==> src/rtl/vzd_pkg.sv <==
package vzd_pkg;

    // func codes
    localparam logic [1:0] FUNC_UNSIGNED = 2'd0;
    localparam logic [1:0] FUNC_SIGNED   = 2'd1;
    localparam logic [1:0] FUNC_SKIP     = 2'd2;
    localparam logic [1:0] FUNC_RAW      = 2'd3;

    // error codes
    localparam logic [1:0] ERR_NONE  = 2'd0;
    localparam logic [1:0] ERR_TRUNC = 2'd1;
    localparam logic [1:0] ERR_OVFL  = 2'd2;

    localparam int GROUP_BITS = 7;
    localparam int CONT_BIT   = 7;
    localparam logic [3:0] MAX_GROUPS = 4'd10;
    localparam logic [3:0] COUNT_SAT  = 4'd11;

    typedef struct packed {
        logic [7:0] byte_in;
        logic [1:0] func;
        logic       buffer_end;
    } in_beat_t;

    typedef struct packed {
        logic        [63:0] uvalue;
        logic signed [63:0] svalue;
        logic        [3:0]  byte_count;
        logic        [1:0]  error;
    } out_beat_t;

endpackage

==> src/rtl/varint_zigzag_decoder.sv <==
// m_valid rises once the byte completing a result has passed the input register and then
// the result register, with the group shift-or between them; a low m_ready can stall it.
// Throughput: one byte per cycle unless a low m_ready holds a full result register.
// Reset (aresetn, synchronous, active low) empties both registers and clears the
// accumulator, group count and overflow flag.
module varint_zigzag_decoder (
    input  logic                aclk,
    input  logic                aresetn,
    input  logic                s_valid,
    output logic                s_ready,
    input  vzd_pkg::in_beat_t   s_data,
    output logic                m_valid,
    input  logic                m_ready,
    output vzd_pkg::out_beat_t  m_data
);

    logic               in_valid_reg;
    vzd_pkg::in_beat_t  in_data_reg;
    logic               out_valid_reg;
    vzd_pkg::out_beat_t out_data_reg;

    logic               advance;
    logic               step;
    logic               emit;
    vzd_pkg::out_beat_t result;

    // The result register moves whenever it is empty or being drained; the input register
    // takes a new beat whenever it is empty or its content moves on in the same cycle.
    assign advance = !out_valid_reg || m_ready;
    assign s_ready = !in_valid_reg || advance;
    assign step    = in_valid_reg && advance;

    vzd_core u_core (
        .aclk    (aclk),
        .aresetn (aresetn),
        .step    (step),
        .beat    (in_data_reg),
        .emit    (emit),
        .result  (result)
    );

    // Control: valid flags of both stages.
    always_ff @(posedge aclk) begin
        if (!aresetn) begin
            in_valid_reg  <= 1'b0;
            out_valid_reg <= 1'b0;
        end else begin
            if (s_ready) begin
                in_valid_reg <= s_valid;
            end
            if (advance) begin
                // a skipped varint or a continuation byte leaves the slot empty
                out_valid_reg <= step && emit;
            end
        end
    end

    // Payload: hold unless a new beat lands.
    always_ff @(posedge aclk) begin
        if (s_valid && s_ready) begin
            in_data_reg <= s_data;
        end
        if (step && emit) begin
            out_data_reg <= result;
        end
    end

    assign m_valid = out_valid_reg;
    assign m_data  = out_data_reg;

    a_stall_full: assert property (@(posedge aclk) disable iff (!aresetn)
        !s_ready |-> in_valid_reg && out_valid_reg && !m_ready)
        else $error("input stalled while the pipeline has room");

    a_err_zero: assert property (@(posedge aclk) disable iff (!aresetn)
        m_valid && m_data.error != vzd_pkg::ERR_NONE
            |-> m_data.uvalue == 64'd0 && m_data.svalue == 64'sd0)
        else $error("error beat carries a value");

    a_ovfl_count: assert property (@(posedge aclk) disable iff (!aresetn)
        m_valid && m_data.error == vzd_pkg::ERR_OVFL
            |-> m_data.byte_count == vzd_pkg::COUNT_SAT)
        else $error("overflow beat with short byte count");

endmodule

==> src/rtl/vzd_core.sv <==
module vzd_core (
    input  logic                 aclk,
    input  logic                 aresetn,
    input  logic                 step,
    input  vzd_pkg::in_beat_t    beat,
    output logic                 emit,
    output vzd_pkg::out_beat_t   result
);

    logic [63:0] acc_reg, acc_next;
    logic [3:0]  gc_reg, gc_next;
    logic        ovf_reg, ovf_next;

    logic        in_range;
    logic [5:0]  shamt;
    logic [63:0] shifted;
    logic [63:0] acc_add;
    logic [3:0]  gc_add;
    logic        ovf_add;
    logic        is_last;
    logic        is_raw;

    assign in_range = (gc_reg < vzd_pkg::MAX_GROUPS);
    // only read while in range, where the shift stays below 64
    assign shamt    = 6'(gc_reg) * 6'(vzd_pkg::GROUP_BITS);
    // bits of the tenth group above bit 63 fall off the top
    assign shifted  = {57'd0, beat.byte_in[6:0]} << shamt;
    assign acc_add  = in_range ? (acc_reg | shifted) : acc_reg;
    assign ovf_add  = ovf_reg | !in_range;
    assign gc_add   = (gc_reg < vzd_pkg::COUNT_SAT) ? gc_reg + 4'd1 : gc_reg;
    assign is_last  = !beat.byte_in[vzd_pkg::CONT_BIT];
    assign is_raw   = (beat.func == vzd_pkg::FUNC_RAW);

    always_comb begin
        emit              = 1'b0;
        result.uvalue     = '0;
        result.svalue     = '0;
        result.byte_count = gc_add;
        result.error      = vzd_pkg::ERR_NONE;
        acc_next          = acc_add;
        gc_next           = gc_add;
        ovf_next          = ovf_add;
        if (is_raw) begin
            // pass the byte through, drop any partial varint
            emit              = 1'b1;
            result.uvalue     = {56'd0, beat.byte_in};
            result.byte_count = 4'd1;
            acc_next          = '0;
            gc_next           = '0;
            ovf_next          = 1'b0;
        end else if (is_last) begin
            acc_next = '0;
            gc_next  = '0;
            ovf_next = 1'b0;
            if (ovf_add) begin
                emit         = 1'b1;
                result.error = vzd_pkg::ERR_OVFL;
            end else begin
                emit          = (beat.func != vzd_pkg::FUNC_SKIP);
                result.uvalue = acc_add;
                result.svalue = $signed((acc_add >> 1) ^ {64{acc_add[0]}});
            end
        end else if (beat.buffer_end) begin
            emit         = 1'b1;
            result.error = ovf_add ? vzd_pkg::ERR_OVFL : vzd_pkg::ERR_TRUNC;
            acc_next     = '0;
            gc_next      = '0;
            ovf_next     = 1'b0;
        end
    end

    always_ff @(posedge aclk) begin
        if (!aresetn) begin
            acc_reg <= '0;
            gc_reg  <= '0;
            ovf_reg <= 1'b0;
        end else if (step) begin
            acc_reg <= acc_next;
            gc_reg  <= gc_next;
            ovf_reg <= ovf_next;
        end
    end

    a_ovf_saturated: assert property (@(posedge aclk) disable iff (!aresetn)
        ovf_reg |-> gc_reg == vzd_pkg::COUNT_SAT)
        else $error("overflow flag set without saturated group count");

    a_acc_clear: assert property (@(posedge aclk) disable iff (!aresetn)
        gc_reg == 4'd0 |-> acc_reg == 64'd0)
        else $error("accumulator not clear at varint start");

endmodule
==> config.mk <==
export PLATFORM = sky130hd
export DESIGN_NAME = varint_zigzag_decoder
export DESIGN_NICKNAME = d
export VERILOG_FILES = /design/src/rtl/vzd_pkg.sv /design/src/rtl/varint_zigzag_decoder.sv /design/src/rtl/vzd_core.sv
export SDC_FILE = /design/constraint.sdc
export NUM_CORES = 1
export LEC_CHECK = 0
export ABC_CLOCK_PERIOD_IN_PS = 19700
export BUFFER_PORTS_ARGS = -buffer_cell sky130_fd_sc_hd__buf_2
export CELL_PAD_IN_SITES_DETAIL_PLACEMENT = 0
export CELL_PAD_IN_SITES_GLOBAL_PLACEMENT = 1
export CORE_AREA = 5 5 153 155
export DETAILED_ROUTE_END_ITERATION = 10
export DIE_AREA = 0 0 158 160
export GPL_ROUTABILITY_DRIVEN = 0
export PLACE_DENSITY = 0.93
export SYNTH_ARGS = -nofsm -noshare
export SYNTH_HDL_FRONTEND = slang
export SYNTH_HIERARCHICAL = 1
export SYNTH_SLANG_ARGS = --single-unit
==> constraint.sdc <==
create_clock -name aclk -period 19.7 [get_ports aclk]
set_input_delay 0 -clock aclk [delete_from_list [all_inputs] [get_ports aclk]]
set_output_delay 0 -clock aclk [all_outputs]
set_load 0.02 [all_outputs]
==> summary.txt, run 1 <==
Timing
  – Max-slew headroom: 29.5%
  – Final Slew Violations: 0
  – Period utilization: 29.6%
  – Fin. Hold Viols: 0
  – RSZ-0062 raised after global routing: false
  – Final worst path period need: 5.84 ns
  – Setup TNS: 0 ns
  – Skew final: 0.00593 ns
  – Setup violations, final: 0
  – Max Clk Rate: 0.171 GHz
  – Worst slew pin tran: 1.05 ns

Logic synthesis
  – Register area share after synthesis: 55.2%
  – Post-Syn Nets: 973
  – Synth Flop Type: edfxtp_1
  – Number of synthesized flops with an enable pin: 145
  – Synth top area cells: edfxtp_1 42%, dfxtp_1 14%, a32oi_1 4.4%
  – Synth Instances: 947
  – Flop and latch count out of synthesis: 216
  – Syn avg cell area: 11.0 um^2
  – Synth area leader: edfxtp_1
  – Synth warnings: 6
  – Synth Cell Area: 10500 um^2
  – Fraction of registers with async set/reset: 0%
  – Synth cell types: 72
  – Post-synth top area share: 41.6%

Route
  – Residual DRC: 0
  – Starting DRT DRC Count: 1001
  – Antenna Nets Post-Route: 0
  – Final wirelength: 28.0 mm
  – Drt wl/cell: 20.5 um
  – Via/cell ratio: 6.14
  – Pre-antenna DRT Iters: 5
  – Via Count: 8394

Worst hold path
  – Hold crit path type: in2reg
  – WHS Path Cells: 3

Global route
  – Pin count of the biggest net entering global routing: 83
  – GRT Residual Overflow: 0
  – Total GRT Usage: 21.4%
  – First-pass GRT wire length: 43.9 mm
  – Vias in the first global route: 7698
  – Initial antenna violation count: 0

Clocking
  – CTS Root Cell: clkbuf_16
  – Clk sinks: 216
  – CTS tree: yes
  – CTS H-Tree Depth: 1
  – Worst-path clk slew: 0.06 ns
  – Clk_lat worst skew: 0.51 ns
  – PostCTS Resize Cnt: 0
  – Total CTS buffers: 23
  – Clock tree buffer depth: 3
  – # Post-CTS Setup Buffers: 0

Setup path
  – CP Capture Type: flip-flop
  – Reg2Reg Setup Slack: 13.86 ns
  – R2r startpoint: u_core/gc_reg[0]
  – Crit Path Class: reg2reg
  – Required @ worst endpoint: 19.93 ns
  – Setup crit start kind: flip-flop
  – FF-to-FF End: m_data[51]
  – Cells on worst reg2reg path: 13
  – Crit path launch: u_core/gc_reg[0]
  – Crit path capture: m_data[51]
  – Critical path data arrival time: 6.07 ns
  – Peak fanout along the critical path: 38

Power
  – Total power: 0.00105 W
  – P_leak: 4.65 nW
  – Pwr per Cell Area: 85.3 nW/um^2
  – Worst vdd ir: 64.1 uV

Layout
  – Share of layout cells above drive strength 1: 21.3%
  – Diode count: 0
  – Register area: 5780 um^2
  – Layout Nets: 1097
  – Number of flip-flops in the largest register: 134
  – Multi-input logic area: 4310 um^2
  – Syn-to-layout area delta: 17.3%
  – FILL cells: 1893

Outcome
  – Status: completed

Floorplan
  – Die H: 160 um
  – Die W: 158 um
  – Die area: 25300 um^2
  – Initial core utilization: 48.2%
  – I/O pins: 151
  – Core area: 21700 um^2
  – Row count: 54

Flow run
  – Max-Cap Viols: 0

Place
  – DP Wirelength: 18.5 mm
  – IO buf count: 150
## kinds of logic after synthesis
| group | Yosys count | synth area share, % |
|---|---|---|
| AO/OA/AOI/OAI | 290 | 20.3 |
| XOR/XNOR | 3 | 0.323 |
| multiplexers | 52 | 5.56 |
| buffers and inverters | 93 | 3.64 |
| adder cells (fa/ha/maj) | 11 | 1.60 |
| AND/OR/NAND/NOR | 282 | 13.3 |
| flip-flops | 216 | 55.2 |
## layout by cell type, fill, tap and decap left out, drive strengths merged, types with 9 or more instances in the layout
cell	instances
edfxtp	145
nand3	14
nor2b	62
mux2i	39
nor2	100
nand2	59
dlygate4sd3	14
o211ai	31
a32oi	53
nor3	10
a21boi	11
a22oi	26
mux2	9
dfxtp	71
o21ai	23
clkbuf	26
inv	17
a21oi	70
buf	161
a211o	30
## synthesized netlist by cell type, drive strengths merged (3+ instances only)
library cell  count
o22ai             5
nand2            59
o2111ai           5
inv              16
dfxtp            71
a22oi            26
a31oi             4
nand2b            6
fa                4
and2              4
nand3            14
nor2            100
nand4             4
a32oi            53
o311ai            4
nor2b            62
o211ai           31
ha                7
and3b             3
mux4              4
nor3             10
a21boi           11
a211oi            4
o21ai            23
mux2i            39
clkbuf           56
mux2              9
nor3b             6
a221oi            6
edfxtp          145
a21oi            70
buf              20
a211o            30
## layout make-up
class	count	area share (%)
repair buffers	175	7.93
multi-input cells	638	35.2
inverters	17	0.520
flip-flops and latches	216	47.1
well taps	280	2.86
clock buffers	26	4.95
clock inverters	15	1.50
## what timing repair did
item                       CTS  global route
setup endpoints to repair    0             0
hold buffers                14             0
hold endpoints to repair    13             0
## critical path, stage by stage (launching register included)
cell and delay [ns]:
dfxtp_1 0.96, inv_2 0.20, fa_1 0.51, inv_1 0.06
ha_1 0.17, inv_1 0.07, fa_1 0.49, xnor2_2 0.75
o2111ai_1 0.65, a21bo_1 0.62, buf_4 0.39, nand3_1 0.15
buf_4 0.34, mux2i_1 0.16
## through the flow
| step | utilization (%) | worst slack, ns | cell area (um^2) | cells | hold WS [ns] |
|---|---|---|---|---|---|
| 5_1_grt | 56.6 | 13.38 | 12300 | 1367 | 0.192 |
| 6_report | 56.6 | 13.86 | 12300 | 1367 | 0.152 |
| 2_1_floorplan | - | 12.08 | 10500 | 947 | 0.0989 |
| 4_1_cts | 56.6 | 13.95 | 12300 | 1367 | 0.149 |
| 3_3_place_gp | 52.3 | 14.21 | 11300 | 1312 | 0.178 |
| 3_5_place_dp | 52.3 | 13.98 | 11300 | 1312 | 0.178 |
## per-layer routing
metal	up-vias	wire length [um]	GRT usage, %
li1	3865	-	-
met1	4077	12000	32.2
met2	406	12700	32.2
met3	46	2800	4.52
met4	0	504	4.34
met5	-	0	0
## worst min-delay path by stage
| stage | start | end | slack (ns) |
|---|---|---|---|
| finish | aresetn | u_core/gc_reg[2] | 0.15 |
| global route | aresetn | u_core/gc_reg[2] | 0.19 |
| CTS | aresetn | u_core/gc_reg[2] | 0.15 |
| detailed placement | s_data[6] | in_data_reg[6] | 0.18 |
| global placement | s_data[6] | in_data_reg[6] | 0.18 |
| floorplan | s_data[0] | in_data_reg[0] | 0.1 |
## power breakdown
part | switching (W) | total, W | internal (W)
Clock | 0.000175 | 0.000449 | 0.000274
Combinational | 0.0000620 | 0.0000916 | 0.0000295
Sequential | 0.00000643 | 0.000507 | 0.000500
No activity file was read; power rests on OpenSTA's default activity.
==> run 2: changes to the inputs <==
- ABC_AREA: unset -> 1
- ABC_CLOCK_PERIOD_IN_PS: 19700 -> 5200
- CORE_AREA: 5 5 153 155 -> 5 5 166 168
- DIE_AREA: 0 0 158 160 -> 0 0 171 173
- PLACE_DENSITY: 0.93 -> 0.84
- clock period: 19.7 -> 5.2 ns (I/O delays scaled with it)
==> summary.txt, run 2 <==
Outcome
  – Status: completed

Timing
  – Period utilization: 82.5% (+53 points)
  – Fin. Hold Viols: 0 (unchanged)
  – Skew final: 0.0107 ns (+0.00474 ns)
  – Final Hold Slack: 0.0990 ns (-0.0533 ns)
  – RSZ-0062 raised after global routing: false
  – Final worst path period need: 4.29 ns (-1.55 ns)
  – Setup TNS: 0 ns (unchanged)
  – Max Clk Rate: 0.233 GHz (+36%)
  – Worst slew pin tran: 1.08 ns (+0.0268 ns)
  – Final Slew Violations: 0 (unchanged)
  – Max-slew headroom: 27.9% (-1.6 points)
  – Setup violations, final: 0 (unchanged)

Logic synthesis
  – Synth warnings: 6 (unchanged)
  – Synth top area cells: edfxtp_1 44%, dfxtp_1 14%, nand2_1 8.8%
  – Synth Cell Area: 9980 um^2 (-4.6%)
  – Fraction of registers with async set/reset: 0% (unchanged)
  – Commonest cells in the netlist: 235 x nand2_1, 162 x inv_1, 145 x edfxtp_1
  – Synth Instances: 1091 (+15%)
  – Count leader, synth: nand2_1
  – Flop and latch count out of synthesis: 216 (unchanged)
  – Synth cell types: 37 (-49%)
  – Syn avg cell area: 9.14 um^2 (-17%)
  – Synth Flop Type: edfxtp_1
  – Register area share after synthesis: 57.9% (+2.7 points)
  – Post-Syn Nets: 1117 (+15%)
  – Synth area leader: edfxtp_1
  – Number of synthesized flops with an enable pin: 145 (unchanged)
  – Post-synth top area share: 43.6% (+2.0 points)

Route
  – Pre-antenna DRT Iters: 7 (+2)
  – Via/cell ratio: 5.01 (-18%)
  – Drt wl/cell: 16.4 um (-20%)
  – Antenna Nets Post-Route: 0 (unchanged)
  – Final wirelength: 26.0 mm (-7.1%)
  – Via Count: 7959 (-5.2%)
  – Starting DRT DRC Count: 648 (-35%)
  – Residual DRC: 0 (unchanged)

Power
  – Internal: 0.00290 W (+260%)
  – P_leak: 5.65 nW (+22%)
  – Pwr per Cell Area: 322 nW/um^2 (+280%)
  – Logic pwr share: 7.7% (-1.0 points)
  – Seq pwr share: 50.0% (+1.6 points)
  – Clock power share: 42.4% (-0.4 points)
  – Total power: 0.00381 W (+260%)
  – Psw: 0.000913 W (+280%)
  – Switch share: 24.0% (+0.70 points)
  – Worst vdd ir: 212 uV (+230%)

Clocking
  – Clk_lat worst skew: 0.51 ns (about the same)
  – Hold-fix buffers, CTS: 14 (unchanged)
  – PostCTS Resize Cnt: 0 (unchanged)
  – CTS H-Tree Depth: 1 (unchanged)
  – Clk sinks: 216 (unchanged)
  – CTS tree: yes
  – Worst-path clk slew: 0.06 ns (about the same)
  – Total CTS buffers: 24 (+4.3%)
  – CTS Root Cell: clkbuf_16
  – # Post-CTS Setup Buffers: 0 (unchanged)
  – Clock tree buffer depth: 3 (unchanged)

Place
  – IO buf count: 150 (unchanged)
  – DP Wirelength: 16.8 mm (-9.1%)

Floorplan
  – Core area: 25800 um^2 (+19%)
  – Die W: 171 um (+8.2%)
  – Die H: 173 um (+8.1%)
  – Die area: 29600 um^2 (+17%)
  – Initial core utilization: 38.7% (-9.5 points)
  – I/O pins: 151 (unchanged)
  – Row count: 59 (+9.3%)

Setup path
  – Critical path data arrival time: 4.51 ns (-1.56 ns)
  – CP peak stage delay: 0.60 ns (-0.36 ns)
  – CP Capture Type: flip-flop
  – Crit Path Class: reg2reg
  – Setup crit start kind: flip-flop
  – Cells along the critical path: inv_2, fa_1, inv_1, ha_1, inv_1, fa_1, xnor2_2, inv_2, nor2_1, inv_1, o21bai_4, inv_2, a21oi_1, a21oi_1
  – Slowest-stage cell, CP: inv_2
  – Peak fanout along the critical path: 51 (+34%)
  – Required @ worst endpoint: 5.42 ns (-14.51 ns)

Global route
  – Pin count of the biggest net entering global routing: 135 (+63%)
  – GRT Residual Overflow: 0 (unchanged)
  – First-pass GRT wire length: 40.8 mm (-7.3%)
  – Initial antenna violation count: 0 (unchanged)
  – Vias in the first global route: 7458 (-3.1%)
  – Total GRT Usage: 16.9% (-4.4 points)

Layout
  – Syn-to-layout area delta: 18.6%
  – Commonest non-fill, non-tap cell in the layout: nand2_1
  – Diode count: 0 (unchanged)
  – Most frequent cells in the layout: 235 x nand2_1, 161 x inv_1, 150 x buf_2
  – Share of layout cells above drive strength 1: 18.8% (-2.4 points)
  – Number of flip-flops in the largest register: 134 (unchanged)
  – Layout Nets: 1262 (+15%)

Flow run
  – Max-Cap Viols: 0 (unchanged)

Worst hold path
  – Hold crit path type: in2reg
[run 2: per-stage QoR]
step                      instances  setup WS (ns)  utilization [%]  instance area [um^2]
after CTS                      1589          0.885             45.9                 11800
after detailed placement       1531          0.901             42.4                 10900
after floorplan                1091         0.0187                -                  9990
after global routing           1589          0.579             45.9                 11800
final                          1589          0.911             45.9                 11800
after global placement         1531           1.04             42.4                 10900
[run 2: area by class of cell]
cell class / count / area, um^2
fillers: 2419 / 13900
inverters: 169 / 647
repair buffers: 172 / 963
multi-input cells: 653 / 3270
clock inverters: 12 / 68.8
clock buffers: 32 / 692
well taps: 335 / 419
flip-flops and latches: 216 / 5780
[run 2: critical path, delay by kind of cell, from the launching register on]
family / cells / cell delay, ns
buffers and inverters: 6 / 1.09
AO/OA/AOI/OAI: 3 / 0.92
adder cells (fa/ha/maj): 3 / 1.09
AND/OR/NAND/NOR: 1 / 0.11
flip-flops: 1 / 0.58
XOR/XNOR: 1 / 0.17
[run 2: kinds of logic (layout without fill, tap and decap cells)]
| group | Yosys count | in the layout | synth area share (%) |
|---|---|---|---|
| simple gates | 441 | 441 | 19.4 |
| buf+inv | 222 | 385 | 9.67 |
| flops | 216 | 216 | 57.9 |
| compound gates | 200 | 200 | 11.3 |
| fa+ha+maj | 11 | 11 | 1.68 |
| xor+xnor | 1 | 1 | 0.0878 |
[run 2: final timing paths]
check	to	cells after the start	slack, ns	from
worst min-delay path	m_valid	4	0.1	aresetn
worst max-delay path	m_data[47]	14	0.91	u_core/gc_reg[0]
worst max register to register	m_data[47]	14	0.91	u_core/gc_reg[0]
worst min register to register	u_core/acc_reg[63]	2	0.48	u_core/acc_reg[63]
[run 2: power groups by stage]
stage	Sequential, W	Clock [W]	Combinational, W
finish	0.00191	0.00162	0.000292
detailed placement	0.00194	0	0.000288
global route	0.00191	0.00173	0.000319
floorplan	0.00199	0	0.000152
global placement	0.00194	0	0.000284
CTS	0.00191	0.00165	0.000296
[run 2: layer usage]
layer | routed length, um | global-route usage (%) | part of all wire [%]
met5 | 0 | 0 | 0
met4 | 521 | 4.39 | 2.0
met3 | 1800 | 2.58 | 6.9
met2 | 12100 | 27.2 | 46
met1 | 11600 | 24.0 | 45
